**src/rtl/trk_pkg.sv**
```systemverilog
// Package for the trickle timer: time width, register map, input kinds
// and reset values. No dependencies; every other file imports it.
package trk_pkg;

  localparam int TIME_WIDTH = 32;
  localparam int OFFSET_W   = 31;
  localparam int COUNT_W    = 32;
  localparam int HEARD_W    = 8;
  localparam int CFG_ADDR_W = 4;
  localparam int CFG_DATA_W = 32;

  typedef logic [TIME_WIDTH-1:0] time_t;

  localparam time_t TIME_MAX = {TIME_WIDTH{1'b1}};

  localparam logic [31:0]        RST_INTERVAL_MIN = 32'd1000;
  localparam logic [31:0]        RST_INTERVAL_MAX = 32'd60000;
  localparam logic [HEARD_W-1:0] RST_REDUNDANCY   = 8'd2;
  localparam logic               RST_ENABLE       = 1'b1;

  typedef enum logic [1:0] {
    KIND_TICK         = 2'd0,
    KIND_START        = 2'd1,
    KIND_CONSISTENT   = 2'd2,
    KIND_INCONSISTENT = 2'd3
  } kind_t;

  typedef enum logic [1:0] {
    REG_INTERVAL_MIN = 2'd0,
    REG_INTERVAL_MAX = 2'd1,
    REG_REDUNDANCY   = 2'd2,
    REG_ENABLE       = 2'd3
  } cfg_reg_t;

endpackage

```
**src/rtl/trk_if.sv**
```systemverilog
// Handshake channels of the trickle timer: event words in, result words out.
// Depends on trk_pkg for field widths.
interface trk_item_if import trk_pkg::*; ();
  logic                valid;
  logic                ready;
  logic [1:0]          kind;
  logic [OFFSET_W-1:0] random_offset;

  modport source (output valid, kind, random_offset, input ready);
  modport sink   (input valid, kind, random_offset, output ready);
endinterface

interface trk_result_if import trk_pkg::*; ();
  logic               valid;
  logic               ready;
  logic               transmit;
  logic               suppressed;
  logic [31:0]        interval_now;
  logic               at_max;
  logic [COUNT_W-1:0] transmit_total;
  logic [COUNT_W-1:0] suppress_total;

  modport source (output valid, transmit, suppressed, interval_now, at_max,
                  transmit_total, suppress_total, input ready);
  modport sink   (input valid, transmit, suppressed, interval_now, at_max,
                  transmit_total, suppress_total, output ready);
endinterface

```
**src/rtl/trickle_timer_unit.sv**
```systemverilog
// Trickle timer top level: input register, single-pass state update, result register.
// Depends on trk_pkg and the channel interfaces in trk_if.sv.
//
//  channel  | direction | word
//  ---------+-----------+---------------------------------------------------
//  item     | in        | kind, random_offset (one tick or event per word)
//  result   | out       | transmit, suppressed, interval_now, at_max, totals
//  apb      | in        | interval_min, interval_max, redundancy, enable
//
// Each word waits in the input register and is then folded into the timer
// state, landing in the result register; one word per cycle is sustained while
// results are taken. The result register is the only point of backpressure:
// while a result waits, the input register holds one more word. Reset (rst,
// synchronous) clears the timer state and loads the register reset values.
module trickle_timer_unit import trk_pkg::*; (
  input  logic                  clk,
  input  logic                  rst,
  trk_item_if.sink              item,
  trk_result_if.source          result,
  input  logic                  psel,
  input  logic                  penable,
  input  logic                  pwrite,
  input  logic [CFG_ADDR_W-1:0] paddr,
  input  logic [CFG_DATA_W-1:0] pwdata,
  output logic [CFG_DATA_W-1:0] prdata,
  output logic                  pready
);

  // Configuration registers.
  logic [31:0]        interval_min;
  logic [31:0]        interval_max;
  logic [HEARD_W-1:0] redundancy;
  logic               enable;

  // Timer state.
  logic               running;
  time_t              interval_len;
  time_t              elapsed;
  time_t              fire_point;
  logic               fire_pending;
  logic [HEARD_W-1:0] heard_count;
  logic [COUNT_W-1:0] tx_counter;
  logic [COUNT_W-1:0] sup_counter;

  // Input register.
  logic                in_valid;
  kind_t               in_kind;
  logic [OFFSET_W-1:0] in_offset;

  // Result register.
  logic res_valid;
  logic res_transmit;
  logic res_suppressed;
  logic res_at_max;

  logic advance;
  logic cfg_write;
  cfg_reg_t cfg_sel;

  // Next-state logic.
  time_t              imin, imax;
  time_t              elapsed_inc;
  logic [TIME_WIDTH:0] dbl_wide;
  time_t              dbl_sat, dbl_len;
  logic               do_restart, do_expire, do_fire, do_suppress;
  time_t              new_len, half, half_m1, off_sel, new_fire;
  logic [31:0]        off_ext;

  logic               running_next;
  time_t              interval_len_next, elapsed_next, fire_point_next;
  logic               fire_pending_next;
  logic [HEARD_W-1:0] heard_count_next;
  logic [COUNT_W-1:0] tx_counter_next, sup_counter_next;
  logic               tx_next, sup_next;

  assign advance   = in_valid && (!res_valid || result.ready);
  assign item.ready = !in_valid || advance;

  assign pready    = 1'b1;
  assign cfg_write = psel && penable && pwrite;
  assign cfg_sel   = cfg_reg_t'(paddr[CFG_ADDR_W-1:2]);

  always_comb begin
    unique case (cfg_sel)
      REG_INTERVAL_MIN: prdata = interval_min;
      REG_INTERVAL_MAX: prdata = interval_max;
      REG_REDUNDANCY:   prdata = {{(CFG_DATA_W-HEARD_W){1'b0}}, redundancy};
      REG_ENABLE:       prdata = {{(CFG_DATA_W-1){1'b0}}, enable};
      default:          prdata = '0;
    endcase
  end

  assign imin = interval_min[TIME_WIDTH-1:0];
  assign imax = interval_max[TIME_WIDTH-1:0];

  assign elapsed_inc = (elapsed == TIME_MAX) ? elapsed : elapsed + time_t'(1);

  // Doubling saturates at the top of the time range, then at interval_max.
  assign dbl_wide = {interval_len, 1'b0};
  assign dbl_sat  = dbl_wide[TIME_WIDTH] ? TIME_MAX : dbl_wide[TIME_WIDTH-1:0];
  assign dbl_len  = (dbl_sat > imax) ? imax : dbl_sat;

  assign do_restart  = enable && (in_kind == KIND_START || in_kind == KIND_INCONSISTENT);
  assign do_expire   = enable && in_kind == KIND_TICK && running &&
                       (elapsed_inc >= interval_len);
  assign do_fire     = enable && in_kind == KIND_TICK && running && !do_expire &&
                       fire_pending && (elapsed_inc >= fire_point);
  assign do_suppress = (redundancy != '0) && (heard_count >= redundancy);

  // Transmit point of a new interval: half the length plus the offset,
  // the offset held below half.
  assign new_len = do_restart ? imin : dbl_len;
  assign half    = new_len >> 1;
  assign half_m1 = half - time_t'(1);
  assign off_ext = {1'b0, in_offset};
  always_comb begin
    if (half == '0) begin
      off_sel = '0;
    end else if (off_ext > 32'(half_m1)) begin
      off_sel = half_m1;
    end else begin
      off_sel = off_ext[TIME_WIDTH-1:0];
    end
  end
  assign new_fire = half + off_sel;

  always_comb begin
    running_next      = running;
    interval_len_next = interval_len;
    elapsed_next      = elapsed;
    fire_point_next   = fire_point;
    fire_pending_next = fire_pending;
    heard_count_next  = heard_count;
    tx_counter_next   = tx_counter;
    sup_counter_next  = sup_counter;
    tx_next           = 1'b0;
    sup_next          = 1'b0;
    if (!enable) begin
      tx_next = (in_kind == KIND_TICK);
    end else if (do_restart || do_expire) begin
      running_next      = running || do_restart;
      interval_len_next = new_len;
      elapsed_next      = '0;
      heard_count_next  = '0;
      fire_point_next   = new_fire;
      fire_pending_next = 1'b1;
    end else if (in_kind == KIND_CONSISTENT) begin
      if (heard_count != {HEARD_W{1'b1}}) begin
        heard_count_next = heard_count + HEARD_W'(1);
      end
    end else if (running) begin
      elapsed_next = elapsed_inc;
      if (do_fire) begin
        fire_pending_next = 1'b0;
        if (do_suppress) begin
          sup_next         = 1'b1;
          sup_counter_next = sup_counter + COUNT_W'(1);
        end else begin
          tx_next         = 1'b1;
          tx_counter_next = tx_counter + COUNT_W'(1);
        end
      end
    end
  end

  always_ff @(posedge clk) begin
    if (rst) begin
      interval_min <= RST_INTERVAL_MIN;
      interval_max <= RST_INTERVAL_MAX;
      redundancy   <= RST_REDUNDANCY;
      enable       <= RST_ENABLE;
      running      <= 1'b0;
      interval_len <= RST_INTERVAL_MIN[TIME_WIDTH-1:0];
      elapsed      <= '0;
      fire_point   <= '0;
      fire_pending <= 1'b0;
      heard_count  <= '0;
      tx_counter   <= '0;
      sup_counter  <= '0;
      in_valid     <= 1'b0;
      res_valid    <= 1'b0;
    end else begin
      if (cfg_write) begin
        unique case (cfg_sel)
          REG_INTERVAL_MIN: interval_min <= pwdata;
          REG_INTERVAL_MAX: interval_max <= pwdata;
          REG_REDUNDANCY:   redundancy   <= pwdata[HEARD_W-1:0];
          REG_ENABLE:       enable       <= pwdata[0];
          default:          ;
        endcase
      end
      if (item.valid && item.ready) begin
        in_valid <= 1'b1;
      end else if (advance) begin
        in_valid <= 1'b0;
      end
      if (advance) begin
        running      <= running_next;
        interval_len <= interval_len_next;
        elapsed      <= elapsed_next;
        fire_point   <= fire_point_next;
        fire_pending <= fire_pending_next;
        heard_count  <= heard_count_next;
        tx_counter   <= tx_counter_next;
        sup_counter  <= sup_counter_next;
        res_valid    <= 1'b1;
      end else if (result.ready) begin
        res_valid <= 1'b0;
      end
    end
  end

  // Payload registers need no reset.
  always_ff @(posedge clk) begin
    if (item.valid && item.ready) begin
      in_kind   <= kind_t'(item.kind);
      in_offset <= item.random_offset;
    end
    if (advance) begin
      res_transmit   <= tx_next;
      res_suppressed <= sup_next;
      res_at_max     <= (interval_len_next >= imax);
    end
  end

  assign result.valid          = res_valid;
  assign result.transmit       = res_transmit;
  assign result.suppressed     = res_suppressed;
  assign result.interval_now   = 32'(interval_len);
  assign result.at_max         = res_at_max;
  assign result.transmit_total = tx_counter;
  assign result.suppress_total = sup_counter;

`ifndef ASSERT_OFF
  a_fire_in_interval: assert property (@(posedge clk) disable iff (rst)
    fire_point <= interval_len)
    else $error("transmit point lies beyond the interval");

  a_tx_xor_sup: assert property (@(posedge clk) disable iff (rst)
    res_valid |-> !(res_transmit && res_suppressed))
    else $error("result both transmits and suppresses");

  a_sup_count: assert property (@(posedge clk) disable iff (rst)
    (advance && !rst) |=>
      sup_counter == $past(sup_counter) + COUNT_W'(res_suppressed))
    else $error("suppress total out of step with suppressed results");

  a_tx_count: assert property (@(posedge clk) disable iff (rst)
    (advance && !rst && enable) |=>
      tx_counter == $past(tx_counter) + COUNT_W'(res_transmit))
    else $error("transmit total out of step with transmit results");

  a_stall_holds: assert property (@(posedge clk) disable iff (rst)
    !item.ready |-> (in_valid && res_valid && !result.ready))
    else $error("input stalled without a waiting result");
`endif

endmodule

```
**src/flat_wrapper.sv**
```systemverilog
// flat-port wrapper written by rule: the top's interface ports become plain ports
module trickle_timer_unit_flat import trk_pkg::*;
  (clk, rst, psel, penable, pwrite, paddr, pwdata, prdata, pready, item_valid, item_kind, item_random_offset, item_ready, result_valid, result_transmit, result_suppressed, result_interval_now, result_at_max, result_transmit_total, result_suppress_total, result_ready);
  trk_item_if item_i ();
  trk_result_if result_i ();
  input  logic clk;
  input  logic rst;
  input  logic psel;
  input  logic penable;
  input  logic pwrite;
  input  logic [CFG_ADDR_W-1:0] paddr;
  input  logic [CFG_DATA_W-1:0] pwdata;
  output logic [CFG_DATA_W-1:0] prdata;
  output logic pready;
  input wire logic [$bits(item_i.valid)-1:0] item_valid;
  input wire logic [$bits(item_i.kind)-1:0] item_kind;
  input wire logic [$bits(item_i.random_offset)-1:0] item_random_offset;
  output wire logic [$bits(item_i.ready)-1:0] item_ready;
  output wire logic [$bits(result_i.valid)-1:0] result_valid;
  output wire logic [$bits(result_i.transmit)-1:0] result_transmit;
  output wire logic [$bits(result_i.suppressed)-1:0] result_suppressed;
  output wire logic [$bits(result_i.interval_now)-1:0] result_interval_now;
  output wire logic [$bits(result_i.at_max)-1:0] result_at_max;
  output wire logic [$bits(result_i.transmit_total)-1:0] result_transmit_total;
  output wire logic [$bits(result_i.suppress_total)-1:0] result_suppress_total;
  input wire logic [$bits(result_i.ready)-1:0] result_ready;
  assign item_i.valid = item_valid;
  assign item_i.kind = item_kind;
  assign item_i.random_offset = item_random_offset;
  assign item_ready = item_i.ready;
  assign result_valid = result_i.valid;
  assign result_transmit = result_i.transmit;
  assign result_suppressed = result_i.suppressed;
  assign result_interval_now = result_i.interval_now;
  assign result_at_max = result_i.at_max;
  assign result_transmit_total = result_i.transmit_total;
  assign result_suppress_total = result_i.suppress_total;
  assign result_i.ready = result_ready;
  trickle_timer_unit u_core (.clk(clk), .rst(rst), .item(item_i), .result(result_i), .psel(psel), .penable(penable), .pwrite(pwrite), .paddr(paddr), .pwdata(pwdata), .prdata(prdata), .pready(pready));
endmodule
```
**config.mk**
```make
export PLATFORM = sky130hd
export DESIGN_NAME = trickle_timer_unit_flat
export DESIGN_NICKNAME = d
export VERILOG_FILES = /design/src/rtl/trk_pkg.sv /design/src/rtl/trk_if.sv /design/src/rtl/trickle_timer_unit.sv /design/src/flat_wrapper.sv
export SDC_FILE = /design/constraint.sdc
export NUM_CORES = 1
export LEC_CHECK = 0
export BUFFER_PORTS_ARGS = -buffer_cell sky130_fd_sc_hd__buf_2
export CORE_MARGIN = 2
export CORE_UTILIZATION = 30
export CTS_BUF_LIST = sky130_fd_sc_hd__clkbuf_16
export DETAILED_ROUTE_END_ITERATION = 10
export PLACE_DENSITY_LB_ADDON = 0.2
export SETUP_SLACK_MARGIN = 0.05
export SLEW_MARGIN = 20
export SYNTH_ARGS = -nofsm -noshare
export SYNTH_HDL_FRONTEND = slang
export SYNTH_SLANG_ARGS = --single-unit
```
**constraint.sdc**
```tcl
create_clock -name clk -period 14.4 [get_ports clk]
set_input_delay 2.88 -clock clk [delete_from_list [all_inputs] [get_ports clk]]
set_output_delay 2.88 -clock clk [all_outputs]
set_load 0.005 [all_outputs]
```
After elaboration in Yosys (flattened, before gate mapping). Cells that the tools add are included. W data, S select, Z words.

Flip-flop bits (word level): 281. Bits of input ports: 76. Output and inout bits: 134. Word-level logic and storage cells: 117.

Bitwise gates (word level): 6. Eq/ne operators: 9. Reductions and logical operators: 41. Order comparisons: 6. Muxes and demuxes: 30. $add $sub $neg: 6.

Operator list (count): $mux W32 (11); $pmux W32 S4 (1); $add A32 B1 Y32 const B (3); $ge A32 B32 Y1 (3); $add A31 B32 Y32 (1); $eq A32 B32 Y1 const B (1); $gt A31 B32 Y1 (1); $gt A32 B32 Y1 (1); $logic_not A32 Y1 (1); $sub A31 B1 Y32 const B (1); $mux W8 (3); $mux W1 (15); $reduce_and A7 Y1 (2); $logic_and A1 B1 Y1 (12); $reduce_bool A2 Y1 (6); $add A8 B1 Y8 const B (1); $eq A2 B2 Y1 const B (4); $ge A8 B8 Y1 (1); $ne A8 B8 Y1 const B (1); $reduce_and A2 Y1 (4); $reduce_and A4 Y1 (2); $reduce_bool A8 Y1 (1); $not A1 Y1 (6); $logic_or A1 B1 Y1 (5); 7 further kinds (11).

Depth between registers and ports, before layout.
Depth in word-level cells: 13. Depth in mapped cells: 55. Depth with buffers taken out: 48.

Worst setup path before layout. No wires, ideal clock.

Kind: register to register. Start point: register u_core.interval_len[31], in the netlist u_core.result.interval_now[31]. End point: register u_core.fire_point[28]. Required time: 14283 ps. Data arrival time: 9941 ps. Path buffers: 9. Library setup time: 117 ps. Stages on the path, launching flop included: 55. Clock period less this slack: 10058 ps. Path slack: 4342 ps. Cell sequence: dfxtp_1 inv_1 clkbuf_1 clkbuf_1 buf_1 nand2_1 ha_1 nand4_1 nor4_1 nor2b_1 o31a_1 buf_6 buf_6 buf_6 or3_4 a32oi_2 o2111ai_2 or3_1 (+19 left out) a211oi_1 ha_1 a21o_1 a21oi_1 nor2_1 nor2_1 o21ai_0 a21oi_1 nor2b_1 o21ai_0 nand2b_1 a21oi_1 nand2_1 a21oi_2 o31a_1 nor2b_1 xnor2_1 a22o_1.

Cells in the longest elaborated chain, start to end: 9. Elaborated cells between the ends (all ways): 14. Those cells by class: 2 x add/sub; 3 x order compare; 5 x mux; 4 x reduce/logical.

Ends and longest elaborated chain: start, declared (line trickle_timer_unit.sv:37) `time_t interval_len;`; start signal, assigned (line trickle_timer_unit.sv:173) `interval_len <= RST_INTERVAL_MIN[TIME_WIDTH-1:0];`; start signal, assigned (line trickle_timer_unit.sv:199) `interval_len <= interval_len_next;`; $mux W32 (line trickle_timer_unit.sv:100) `assign dbl_sat = dbl_wide[TIME_WIDTH] ? TIME_MAX : dbl_wide[TIME_WIDTH-1:0];`; $gt A32 B32 Y1 (line trickle_timer_unit.sv:101) `assign dbl_len = (dbl_sat > imax) ? imax : dbl_sat;`; $mux W32 (line trickle_timer_unit.sv:101); $mux W32 (line trickle_timer_unit.sv:112) `assign new_len = do_restart ? imin : dbl_len;`; $sub A31 B1 Y32 (line trickle_timer_unit.sv:114) `assign half_m1 = half - time_t'(1);`; $gt A31 B32 Y1 (line trickle_timer_unit.sv:119) `end else if (off_ext > 32'(half_m1)) begin`; $mux W32 (line trickle_timer_unit.sv:119); $mux W32 (line trickle_timer_unit.sv:117) `if (half == '0) begin`; $add A31 B32 Y32 (line trickle_timer_unit.sv:125) `assign new_fire = half + off_sel;`; end signal, assigned (line trickle_timer_unit.sv:201) `fire_point <= fire_point_next;`; end, declared (line trickle_timer_unit.sv:39) `time_t fire_point;`.

Several ways; a longest one is shown, not always the timed one. A chain may end at the register's enable or synchronous reset.

Worst setup path after layout. Ends and elaborated chain as after synthesis.

==> reports/metrics.yaml <==
synthesis:
  ys_ff_latch: 281
  yosysUniqueCellTypes: 95
  synth_top_flop_cell: "dfxtp_1"
  syn_inst: 2582
  async_flop_share_pct: 0
  seq_area_frac_synth_pct: 29.7
  synth_area_sq_mm: 0.0202
  syn-num-nets: 2856
  synth-edff-count: 36
  ys_warn_count: 0
  syn_area_per_cell_sq_um: 7.81
setup_path:
  crit_path_max_incr_delay_ps: 720
  cp.required_ps: 14850
  start_kind: "register"
  path_max_fanout: 31
  slowest_stage: "nor4_1"
  crit_top_cell: "nor2_1"
  crit_arrival_ps: 12590
  cp-end-kind: "register"
  worstSetupPathType: "reg2reg"
routing:
  ant_nets: 0
  wl_microns: 73700
  wl_per_cell_microns: 20.2
  via_per_inst: 5.42
  drt-pass1-iter-count: 7
  drc_errors: 0
  vias: 19800
  drt_iter0_drc: 1297
clocking:
  ctsResizeCount: 0
  cts_buffer_depth: 3
  cts_made_buffers: 37
  ctsHoldBuffers: 0
  htreeDepth: 2
  path_clk_slew_ps: 60
  cts_setup_buffers: 0
  clk_latency_ps: 560
  clkSinkCount: 281
  cts_tree: "yes"
  cts_root_buf: "clkbuf_16"
placed_design:
  gp_congestion: 0.920
  placedInstanceArea_sq_mm: 0.0221
  dpl_worst_slack_ps: 2570
  detailed_place_hpwl_microns: 56700
  dpl.cell_count: 3569
  port_buffers: 206
sta:
  rsz0062_at_grt: "no"
  fin_crit_ps: 12140
  slew_violations: 0
  finalSetupTns_ps: 0
  tightestPinTransition_ps: 1050
  period_share_pct: 84.3
  maxSlewHeadroom_pct: 29.7
  layout_setup_ws_ps: 2260
  setup-violations-final: 0
  fmax_ghz: 0.0824
  skew_ps: 32.4
  hold_viol_final: 0
floorplanning:
  rows: 95
  ioPinCount: 210
  dieArea_sq_mm: 0.0693
  die_height_microns: 263
  die_width_microns: 263
  initial_core_util_pct: 30.1
  core_area_sq_mm: 0.0669
outcome:
  status: "finished clean"
cells_and_area:
  layout_common_cells: "nand2_1 (344), nor2_1 (248), dfxtp_1 (245)"
  fin_cells: 3643
  nets: 3009
  final_area_sq_mm: 0.0233
  layout-drive-gt1-share_pct: 14.3
  areaGrowthSynthToFinish_pct: 15.5
  final_common_cell: "nand2_1"
global_routing:
  grt_remaining_overflow: 0
  grt_max_degree: 93
  grt_pass1_wl_microns: 113000
  first_global_vias: 19300
  antenna_found_initial: 15
  grt_util_all_layers_pct: 20.7
pwr:
  p_leak_nw: 9.76
  power.density_mw_per_mm2: 117
  ir_worst_vdd_uv: 83.7
  finalPower_mw: 2.73
run:
  cap_violations: 0
hold_path:
  hold_path_class: "reg2reg"
==> worst max-delay path: cells and delay by family (launching register included) <==
family | cells | cell delay, ps
and+or+nand+nor | 22 | 5230
AOI/OAI and AO/OA | 15 | 3670
buffers and inverters | 5 | 1300
adders and majority gates | 3 | 1080
DFF | 1 | 480
xor gates and xnor gates | 2 | 240
==> report_power, final <==
group	switching, mW	internal [mW]
Sequential	0.0240	0.821
Combinational	0.641	0.365
Clock	0.373	0.509
==> routing by layer <==
layer / global-route usage (%) / wire length, microns / up-vias
li1: - / - / 9578
met1: 27.4 / 33100 / 9427
met2: 34.1 / 33600 / 592
met3: 4.07 / 4900 / 137
met4: 6.01 / 1970 / 18
met5: 0 / 122 / -
==> logic make-up (layout without fill, tap and decap cells) <==
family | Yosys count | after routing | synth area share (%)
simple gates | 987 | 987 | 23.2
compound gates | 673 | 673 | 21.9
buf+inv | 293 | 473 | 5.79
flops | 281 | 281 | 29.7
fa+ha+maj | 199 | 199 | 12.3
xor+xnor | 86 | 86 | 3.73
mux | 62 | 62 | 3.26
other cells | 1 | 9 | 0.0186
==> flip-flops by register name (all words and copies together) (netlist names) <==
| name | count |
|---|---|
| u_core.elapsed | 32 |
| u_core.fire_point | 32 |
| u_core.imax | 32 |
| u_core.imin | 32 |
| u_core.result.interval_now | 32 |
| u_core.result.suppress_total | 32 |
| u_core.result.transmit_total | 32 |
| u_core.in_offset | 31 |
| u_core.heard_count | 8 |
| u_core.redundancy | 8 |
| u_core.in_kind | 2 |
| u_core.enable | 1 |
| u_core.fire_pending | 1 |
| u_core.in_valid | 1 |
| u_core.result.at_max | 1 |
| u_core.result.suppressed | 1 |
| u_core.result.transmit | 1 |
| u_core.result.valid | 1 |
| u_core.running | 1 |
==> layout make-up <==
| cell class | instances | area, sq um |
|---|---|---|
| Fill cell | 7062 | 43600 |
| Clock inverter | 27 | 170 |
| Clock buffer | 39 | 976 |
| Timing Repair Buffer | 260 | 1440 |
| Inverter | 147 | 552 |
| Sequential cell | 281 | 5990 |
| Antenna cell | 8 | 20.0 |
| Tap cell | 873 | 1090 |
| Multi-Input combinational cell | 2008 | 13100 |
==> cell usage after synthesis (all sizes together), types with 45 or more instances <==
cell | n | area [sq um]
xnor2 | 55 | 482
nand4 | 45 | 288
nand2 | 345 | 1300
nor2 | 251 | 942
o21ai | 113 | 577
inv | 147 | 552
a21o | 67 | 503
dfxtp | 245 | 4900
ha | 198 | 2480
nand3 | 60 | 300
clkbuf | 123 | 462
nor3 | 48 | 250
a21oi | 235 | 1190
==> worst paths after layout <==
kind                            slack, ps                     to                           start  cells after the start
worst max register to register       2260  u_core.fire_point[28]  u_core.result.interval_now[31]                     47
worst min-delay path                  460  u_core.fire_point[12]           u_core.fire_point[12]                      2
worst max-delay path                 2260  u_core.fire_point[28]  u_core.result.interval_now[31]                     47
worst min register to register        460  u_core.fire_point[12]           u_core.fire_point[12]                      2
==> stage by stage <==
step                utilization (%)  hold WS, ps
finish                         34.8          455
global route                   34.8          468
detailed placement             33.1          448
floorplan                         -          429
global placement               33.1          441
CTS                            34.8          455
Note: power is estimated with default switching activity, not from simulation.
